<file path="config.mk">
export PLATFORM = sky130hd
export DESIGN_NAME = priority_bitmap_task_scheduler_core
export DESIGN_NICKNAME = d
export VERILOG_FILES = /design/src/hw/rtl/pbts_pkg.sv /design/src/hw/rtl/priority_bitmap_task_scheduler_core.sv /design/src/hw/rtl/pbts_dly_store.sv
export SDC_FILE = /design/constraint.sdc
export NUM_CORES = 1
export LEC_CHECK = 0
export BUFFER_PORTS_ARGS = -buffer_cell sky130_fd_sc_hd__buf_2
export CORE_ASPECT_RATIO = 1.5
export CORE_MARGIN = 1.5
export CORE_UTILIZATION = 45
export CTS_BUF_LIST = sky130_fd_sc_hd__clkbuf_8 sky130_fd_sc_hd__clkbuf_16
export DETAILED_ROUTE_END_ITERATION = 8
export MAX_ROUTING_LAYER = met4
export PLACE_DENSITY_LB_ADDON = 0.05
export SYNTH_ARGS = -nofsm -noshare
export SYNTH_HDL_FRONTEND = slang
export SYNTH_SLANG_ARGS = --single-unit
</file>
<file path="constraint.sdc">
create_clock -name i_clk -period 4.6 [get_ports i_clk]
set_clock_uncertainty 0.15 [all_clocks]
set_input_delay 1.15 -clock i_clk [delete_from_list [all_inputs] [get_ports i_clk]]
set_output_delay 1.15 -clock i_clk [all_outputs]
set_load 0.1 [all_outputs]
</file>
<file path="src/hw/rtl/pbts_pkg.sv">
// Shared types and constants for the priority bitmap task scheduler.
`timescale 1ns / 1ps
`default_nettype none
package pbts_pkg;

    localparam int TASK_ID_W  = 4;
    localparam int DELAY_W    = 32;
    localparam int TICK_W     = 10;
    localparam int CUR_W      = 5;
    localparam int READY_W    = 16;
    localparam int MODE_W     = 3;
    localparam int S_TDATA_W  = 40;
    localparam int M_TDATA_W  = 24;

    localparam logic [TICK_W-1:0] TICK_PERIOD_RST = 10'd10;

    typedef enum logic [MODE_W-1:0] {
        MODE_TICK    = 3'd0,
        MODE_DELAY   = 3'd1,
        MODE_SUSPEND = 3'd2,
        MODE_RESUME  = 3'd3,
        MODE_CREATE  = 3'd4,
        MODE_LOCK    = 3'd5,
        MODE_UNLOCK  = 3'd6,
        MODE_START   = 3'd7
    } t_mode;

    typedef enum logic [2:0] {
        ST_IDLE,
        ST_EXEC,
        ST_TICK,
        ST_SCHED,
        ST_OUT
    } t_state;

endpackage
`default_nettype wire

</file>
<file path="src/hw/rtl/priority_bitmap_task_scheduler_core.sv">
// Priority bitmap task scheduler core: event sequencer, ready bitmap and scheduling.
//
// Usage:
//   Slave channel carries one event per beat: tuser = mode, tdata = task_id
//   (bits 3:0) then delay_ms (bits 35:4). Master channel returns one result
//   beat per event: current_task, switch_request, accepted, ready_set.
//   i_cfg_we with i_cfg_wdata loads the tick period in ms; write only while idle.
// Flow:
//   tick with system running and unlocked: the result register waits for the
//   walk over the delay memory, one entry read and written back per cycle.
//   Other events go through execute, sometimes scheduling, then output.
//   One event is in flight at a time; the next beat is taken as soon as the
//   result is in the output register.
// Reset:
//   synchronous, active low; all tasks cleared, scheduler unlocked, system
//   not running, tick period 10 ms. Delay entries are marked invalid, so no
//   clearing pass is needed.
// Stall:
//   a held result keeps o_m_tvalid high; the core takes one more event and
//   then waits with its next result until the held beat is taken.
`timescale 1ns / 1ps
`default_nettype none
module priority_bitmap_task_scheduler_core #(
    parameter int MAX_TASKS = 16
) (
    input  wire logic                             i_clk,
    input  wire logic                             i_rst_n,
    input  wire logic                             i_cfg_we,
    input  wire logic [pbts_pkg::TICK_W-1:0]      i_cfg_wdata,
    input  wire logic                             i_s_tvalid,
    output logic                                  o_s_tready,
    // [3:0] task_id, [35:4] delay_ms, [39:36] zero
    input  wire logic [pbts_pkg::S_TDATA_W-1:0]   i_s_tdata,
    // [2:0] mode
    input  wire logic [pbts_pkg::MODE_W-1:0]      i_s_tuser,
    output logic                                  o_m_tvalid,
    input  wire logic                             i_m_tready,
    // [4:0] current_task, [5] switch_request, [6] accepted, [22:7] ready_set, [23] zero
    output logic      [pbts_pkg::M_TDATA_W-1:0]   o_m_tdata
);

    import pbts_pkg::*;

    localparam int IW = $clog2(MAX_TASKS);
    localparam int RW = $clog2(MAX_TASKS + 1);

    t_state                 r_state, n_state;
    t_mode                  r_mode, n_mode;
    logic [TASK_ID_W-1:0]   r_tid, n_tid;
    logic [DELAY_W-1:0]     r_dly, n_dly;
    logic [MAX_TASKS-1:0]   r_ready, n_ready;
    logic [MAX_TASKS-1:0]   r_susp, n_susp;
    logic [RW-1:0]          r_run, n_run;
    logic                   r_sys, n_sys;
    logic                   r_unl, n_unl;
    logic [TICK_W-1:0]      r_tp;
    logic                   r_sw, n_sw;
    logic                   r_acc, n_acc;
    logic                   r_force, n_force;
    logic [RW-1:0]          r_cnt, n_cnt;
    logic [IW-1:0]          r_widx, n_widx;
    logic                   r_m_valid, n_m_valid;
    logic [M_TDATA_W-1:0]   r_m_data, n_m_data;

    logic                   st_we, st_clr;
    logic [IW-1:0]          st_waddr, st_raddr;
    logic [DELAY_W-1:0]     st_wdata, st_rdata;

    logic                   tid_ok, run_ok;
    logic [IW-1:0]          tid_idx, run_idx;
    logic [RW-1:0]          best;
    logic [DELAY_W-1:0]     dec;

    pbts_dly_store #(
        .DEPTH (MAX_TASKS),
        .DW    (DELAY_W)
    ) u_store (
        .i_clk   (i_clk),
        .i_rst_n (i_rst_n),
        .i_we    (st_we),
        .i_clr   (st_clr),
        .i_waddr (st_waddr),
        .i_wdata (st_wdata),
        .i_raddr (st_raddr),
        .o_rdata (st_rdata)
    );

    assign tid_ok  = 32'(r_tid) < MAX_TASKS;
    assign run_ok  = 32'(r_run) < MAX_TASKS;
    assign tid_idx = IW'(r_tid);
    assign run_idx = IW'(r_run);
    assign dec     = (st_rdata > DELAY_W'(r_tp)) ? (st_rdata - DELAY_W'(r_tp)) : '0;

    always_comb begin
        best = RW'(MAX_TASKS);
        for (int i = MAX_TASKS - 1; i >= 0; i--) begin
            if (r_ready[i]) begin
                best = RW'(i);
            end
        end
    end

    always_comb begin
        n_state   = r_state;
        n_mode    = r_mode;
        n_tid     = r_tid;
        n_dly     = r_dly;
        n_ready   = r_ready;
        n_susp    = r_susp;
        n_run     = r_run;
        n_sys     = r_sys;
        n_unl     = r_unl;
        n_sw      = r_sw;
        n_acc     = r_acc;
        n_force   = r_force;
        n_cnt     = r_cnt;
        n_widx    = r_widx;
        n_m_valid = r_m_valid && !i_m_tready;
        n_m_data  = r_m_data;
        st_we     = 1'b0;
        st_clr    = 1'b0;
        st_waddr  = r_widx;
        st_wdata  = dec;
        st_raddr  = IW'(i_s_tdata[TASK_ID_W-1:0]);
        o_s_tready = 1'b0;

        case (r_state)
            ST_IDLE: begin
                o_s_tready = 1'b1;
                if (i_s_tvalid) begin
                    n_mode  = t_mode'(i_s_tuser);
                    n_tid   = i_s_tdata[TASK_ID_W-1:0];
                    n_dly   = i_s_tdata[TASK_ID_W +: DELAY_W];
                    n_sw    = 1'b0;
                    n_acc   = 1'b1;
                    n_force = 1'b0;
                    n_state = ST_EXEC;
                end
            end
            ST_EXEC: begin
                n_state = ST_OUT;
                case (r_mode)
                    MODE_TICK: begin
                        if (r_sys && r_unl) begin
                            n_cnt   = '0;
                            n_state = ST_TICK;
                        end
                    end
                    MODE_DELAY: begin
                        if (r_dly != '0) begin
                            if (run_ok) begin
                                n_ready[run_idx] = 1'b0;
                                st_we    = 1'b1;
                                st_waddr = run_idx;
                                st_wdata = r_dly;
                            end
                            n_state = ST_SCHED;
                        end
                    end
                    MODE_SUSPEND: begin
                        if (tid_ok && r_ready[tid_idx]) begin
                            n_susp[tid_idx]  = 1'b1;
                            n_ready[tid_idx] = 1'b0;
                            if (RW'(tid_idx) == r_run) begin
                                n_state = ST_SCHED;
                            end
                        end else begin
                            n_acc = 1'b0;
                        end
                    end
                    MODE_RESUME: begin
                        if (!tid_ok || r_ready[tid_idx] || !r_susp[tid_idx]) begin
                            n_acc = 1'b0;
                        end else begin
                            n_ready[tid_idx] = 1'b1;
                            n_susp[tid_idx]  = 1'b0;
                            if (st_rdata == '0) begin
                                n_state = ST_SCHED;
                            end
                        end
                    end
                    MODE_CREATE: begin
                        if (tid_ok) begin
                            st_clr           = 1'b1;
                            st_waddr         = tid_idx;
                            n_susp[tid_idx]  = 1'b0;
                            n_ready[tid_idx] = 1'b1;
                        end
                    end
                    MODE_LOCK: begin
                        n_unl = 1'b0;
                    end
                    MODE_UNLOCK: begin
                        n_unl = 1'b1;
                    end
                    MODE_START: begin
                        if (!r_sys) begin
                            st_clr                 = 1'b1;
                            st_waddr               = IW'(MAX_TASKS - 1);
                            n_susp[MAX_TASKS - 1]  = 1'b0;
                            n_ready[MAX_TASKS - 1] = 1'b1;
                            n_sys                  = 1'b1;
                            n_force                = 1'b1;
                            n_state                = ST_SCHED;
                        end
                    end
                    default: begin
                        n_state = ST_OUT;
                    end
                endcase
            end
            ST_TICK: begin
                // write back the entry read last cycle, read the next one
                if (r_cnt != '0 && st_rdata != '0) begin
                    st_we    = 1'b1;
                    st_waddr = r_widx;
                    st_wdata = dec;
                    if (dec == '0 && !r_susp[r_widx]) begin
                        n_ready[r_widx] = 1'b1;
                    end
                end
                if (32'(r_cnt) < MAX_TASKS) begin
                    st_raddr = IW'(r_cnt);
                    n_widx   = IW'(r_cnt);
                    n_cnt    = r_cnt + RW'(1);
                end else begin
                    n_state = ST_SCHED;
                end
            end
            ST_SCHED: begin
                if (r_force || (r_unl && best != r_run)) begin
                    n_run = best;
                    n_sw  = 1'b1;
                end
                n_state = ST_OUT;
            end
            ST_OUT: begin
                if (!r_m_valid || i_m_tready) begin
                    n_m_valid = 1'b1;
                    n_m_data  = {1'b0, READY_W'(r_ready), r_acc, r_sw, CUR_W'(r_run)};
                    n_state   = ST_IDLE;
                end
            end
            default: begin
                n_state = ST_IDLE;
            end
        endcase
    end

    always_ff @(posedge i_clk) begin
        if (!i_rst_n) begin
            r_state   <= ST_IDLE;
            r_ready   <= '0;
            r_susp    <= '0;
            r_run     <= '0;
            r_sys     <= 1'b0;
            r_unl     <= 1'b1;
            r_tp      <= TICK_PERIOD_RST;
            r_sw      <= 1'b0;
            r_acc     <= 1'b1;
            r_force   <= 1'b0;
            r_cnt     <= '0;
            r_m_valid <= 1'b0;
        end else begin
            r_state   <= n_state;
            r_ready   <= n_ready;
            r_susp    <= n_susp;
            r_run     <= n_run;
            r_sys     <= n_sys;
            r_unl     <= n_unl;
            r_sw      <= n_sw;
            r_acc     <= n_acc;
            r_force   <= n_force;
            r_cnt     <= n_cnt;
            r_m_valid <= n_m_valid;
            if (i_cfg_we) begin
                r_tp <= i_cfg_wdata;
            end
        end
    end

    always_ff @(posedge i_clk) begin
        r_mode   <= n_mode;
        r_tid    <= n_tid;
        r_dly    <= n_dly;
        r_widx   <= n_widx;
        r_m_data <= n_m_data;
    end

    assign o_m_tvalid = r_m_valid;
    assign o_m_tdata  = r_m_data;

    a_ready_not_suspended: assert property (@(posedge i_clk) disable iff (!i_rst_n)
        (r_ready & r_susp) == '0)
        else $error("task both ready and suspended");

    a_run_in_range: assert property (@(posedge i_clk) disable iff (!i_rst_n)
        32'(r_run) <= MAX_TASKS)
        else $error("current task beyond task count");

    a_accept_starts_exec: assert property (@(posedge i_clk) disable iff (!i_rst_n)
        (i_s_tvalid && o_s_tready) |=> (r_state == ST_EXEC))
        else $error("accepted beat did not start execution");

    a_walk_bounded: assert property (@(posedge i_clk) disable iff (!i_rst_n)
        (r_state == ST_TICK) |-> (32'(r_cnt) <= MAX_TASKS))
        else $error("tick walk counter overran");

endmodule
`default_nettype wire

</file>
<file path="src/hw/rtl/pbts_dly_store.sv">
// Per-task delay counter memory with registered read and per-entry valid bits.
`timescale 1ns / 1ps
`default_nettype none
module pbts_dly_store #(
    parameter int DEPTH = 16,
    parameter int DW    = 32,
    localparam int AW   = (DEPTH > 1) ? $clog2(DEPTH) : 1
) (
    input  wire logic          i_clk,
    input  wire logic          i_rst_n,
    input  wire logic          i_we,
    input  wire logic          i_clr,
    input  wire logic [AW-1:0] i_waddr,
    input  wire logic [DW-1:0] i_wdata,
    input  wire logic [AW-1:0] i_raddr,
    output logic      [DW-1:0] o_rdata
);

    logic [DW-1:0]    r_mem [DEPTH];
    logic [DEPTH-1:0] r_vld;
    logic [DW-1:0]    r_rdata;
    logic             r_rvld;

    always_ff @(posedge i_clk) begin
        if (i_we) begin
            r_mem[i_waddr] <= i_wdata;
        end
        r_rdata <= r_mem[i_raddr];
    end

    always_ff @(posedge i_clk) begin
        if (!i_rst_n) begin
            r_vld  <= '0;
            r_rvld <= 1'b0;
        end else begin
            if (i_we) begin
                r_vld[i_waddr] <= 1'b1;
            end else if (i_clr) begin
                r_vld[i_waddr] <= 1'b0;
            end
            r_rvld <= r_vld[i_raddr];
        end
    end

    // an entry never written since reset or since task creation reads as zero
    assign o_rdata = r_rvld ? r_rdata : '0;

endmodule
`default_nettype wire
</file>
==> results.yml <==
logic_synthesis:
  synth_edf_count: 578
  ys.flop_type: "edfxtp_1"
  yosysMostFrequentCell: "edfxtp_1"
  synth_common_cells: "578 x edfxtp_1, 229 x nand2_1, 147 x mux4_2"
  async_flop_share_pct: 0
  postSynthAreaPerCell_um2: 15.0
  synth_fp_nets: 2050
  yosysTopAreaCellShare_pct: 58.7
  yosysUniqueCellTypes: 86
  yosys-top-cells-area: "edfxtp_1 59%, mux4_2 11%, dfxtp_1 7.4%"
  postSynthCellCount: 1978
  ys_ff_latch: 688
  ys_seq_area_share_pct: 66.1
  netlist_area_um2: 29600
  yosys_warnings: 0
  synth_largest_area_cell: "edfxtp_1"
grt:
  grt_pass1_wl_mm: 121
  grt_pass1_vias: 18100
  antenna_found_initial: 0
  track_usage_pct: 25.9
  grt_max_degree: 57
  overflow: 0
floorplan:
  die_h_um: 317
  die-area_um2: 67300
  core_um2: 64800
  pin_count: 84
  die_w_um: 212
  rows: 114
  start_util_pct: 45.7
worst_setup_path:
  r2r-end: "u_store.r_mem[1][28]$_DFFE_PP_"
  critPathKind: "register to register"
  ff2ff_path_depth: 10
  critPathRequiredTime_ns: 4.69
  crit_path_end_kind: "register"
  r2r-start: "u_store.r_rvld$_SDFF_PN0_"
  start_kind: "register"
  cpMaxStageDelayCell: "o31ai_2"
  slowest_delay_ns: 1.00
  cp.arrival_ns: 4.40
  crit_path_max_fanout: 16
  cp_cell_sequence: "nand2_1, ha_1, inv_1, fa_1, nand3_1, a2111oi_2, nor3_2, o211a_1, buf_4, o31ai_2"
  r2r_setup_slack_ns: 0.29
clocking:
  cts.clk_slew.worst_paths_ns: 0.07
  clkSinkCount: 688
  clock_latency_ns: 0.62
  cts_buffer_depth: 3
  cts_root_buf: "clkbuf_16"
  tritoncts: "done"
  cts_buffers: 68
  h-tree-depth: 3
placement:
  routabilityCongestion: 0.957
  io_buffers: 78
  dp_hpwl_mm: 52.6
  postPlaceCellArea_um2: 31900
  dp_worst_setup_slack_ns: 0.210
finish:
  syn_to_final_growth_pct: 15.6
  final_util_pct: 52.8
  stdcell_area_um2: 34200
  drive_gt1_share_pct: 23.3
  diodes: 0
  final_nets: 2183
drt:
  dr.pass1.iters: 7
  avgViaCountPerCell: 5.90
  wirelength_mm: 82.2
  wl_per_cell_um: 27.1
  vias: 17900
  drcViolationCount: 0
  drt_iter0_markers: 1722
  detail-route-antenna-nets: 0
power_and_ir_drop:
  total_power_mw: 14.9
  powerDensity_nw_per_um2: 437
  vdd.ir_drop.worst_uv: 335
  p_leak_nw: 11.4
job:
  cap_viol_max_count: 0
timing:
  setup_viol_count_final: 0
  tightest_slew_ns: 1.21
  drv_slew: 0
  rsz0062_at_grt: "false"
  fmax_mhz: 232
  finalHoldViolCount: 0
  min_period_over_period_pct: 93.7
  maxSlewHeadroom_pct: 18.2
  finalWorstPathRequiredPeriod_ns: 4.31
  tns_ns: 0
  setup_slack_ns: 0.289
min_path:
  holdPathStages: 0
  hold_path_end: "o_m_tdata[5]$_DFFE_PP_"
  hold_class: "register to register"
  min-delay-start: "r_sw$_SDFFE_PN0P_"
outcome:
  status: "completed"
cells in the final DEF, fill, tap and decap left out, drive strengths merged, types with 32 or more instances in the layout:
cell    count
mux4      147
edfxtp    578
inv        47
o21ai      64
a211oi     45
buf       185
nand3      32
a31oi      41
clkbuf     75
dfxtp     110
and2       51
nor2       86
nor2b      45
nand2     229
a21oi      40
o21a       39
mux2i      47
metrics by stage:
stage / instances / hold slack (ns)
final: 3035 / 0.275
after global routing: 3035 / 0.281
after CTS: 3035 / 0.280
after detailed placement: 2911 / 0.268
after global placement: 2911 / 0.271
after floorplan: 1978 / 0.252
worst max-delay path by stage:
stage,start,to
finish,u_store.r_rvld$_SDFF_PN0_,u_store.r_mem[1][28]$_DFFE_PP_
global route,u_store.r_rvld$_SDFF_PN0_,u_store.r_mem[0][28]$_DFFE_PP_
CTS,u_store.r_rvld$_SDFF_PN0_,u_store.r_mem[11][19]$_DFFE_PP_
detailed placement,u_store.r_rvld$_SDFF_PN0_,u_store.r_mem[11][19]$_DFFE_PP_
global placement,r_dly[9]$_DFFE_PP_,u_store.r_mem[14][9]$_DFFE_PP_
floorplan,u_store.r_rvld$_SDFF_PN0_,u_store.r_mem[0][3]$_DFFE_PP_
power breakdown:
group	internal (mW)	switching, mW	leakage, nW
clock network	3.23	2.34	1.15
registers	7.21	0.152	6.20
logic	0.668	1.32	4.05
total	11.1	3.82	11.4
routing by layer:
metal | track usage (%) | wire length, um | part of all wire [%]
met1 | 33.3 | 35000 | 43
met2 | 43.3 | 41900 | 51
met3 | 2.78 | 3190 | 3.9
met4 | 8.24 | 2110 | 2.6
met5 | - | 0 | 0
registers in the layout (all words and copies together) (netlist names), 3 cells and up, named ones only:
| register | cells |
|---|---|
| u_store.r_rdata | 32 |
| r_ready | 16 |
| r_mode | 3 |
| u_store.r_mem | 512 |
| r_state | 3 |
| r_run | 5 |
| o_m_tdata | 23 |
| r_tid | 4 |
| r_widx | 4 |
| r_cnt | 5 |
| r_tp | 10 |
| r_dly | 32 |
layout make-up:
cell class | count | area, um^2
flip-flops and latches | 688 | 19600
multi-input cells | 1140 | 9670
clock buffers | 75 | 1810
repair buffers | 185 | 1520
clock inverters | 49 | 425
inverters | 28 | 105
fillers | 5464 | 30600
well taps | 870 | 1090
critical path: cells and delay by family (launching register included):
family | cells | cell delay [ns]
adder cells (fa/ha/maj) | 2 | 0.41
buffers and inverters | 2 | 0.30
flip-flops | 1 | 0.43
AO/OA/AOI/OAI | 3 | 2.10
AND/OR/NAND/NOR | 3 | 0.51
logic make-up after synthesis:
| kind of cell | count (synthesis) | share of synthesized area [%] |
|---|---|---|
| compound gates | 363 | 8.63 |
| xor+xnor | 17 | 0.503 |
| fa+ha+maj | 14 | 0.618 |
| buf+inv | 150 | 2.16 |
| flops | 688 | 66.1 |
| mux | 197 | 12.9 |
| other cells | 1 | 0.0127 |
| simple gates | 548 | 9.04 |
what timing repair did:
item,in CTS,in global routing
hold buffers,0,0
setup endpoints to repair,0,16
setup buffers,0,0
resized for setup,0,1
Note: power is estimated with default switching activity, not from simulation.
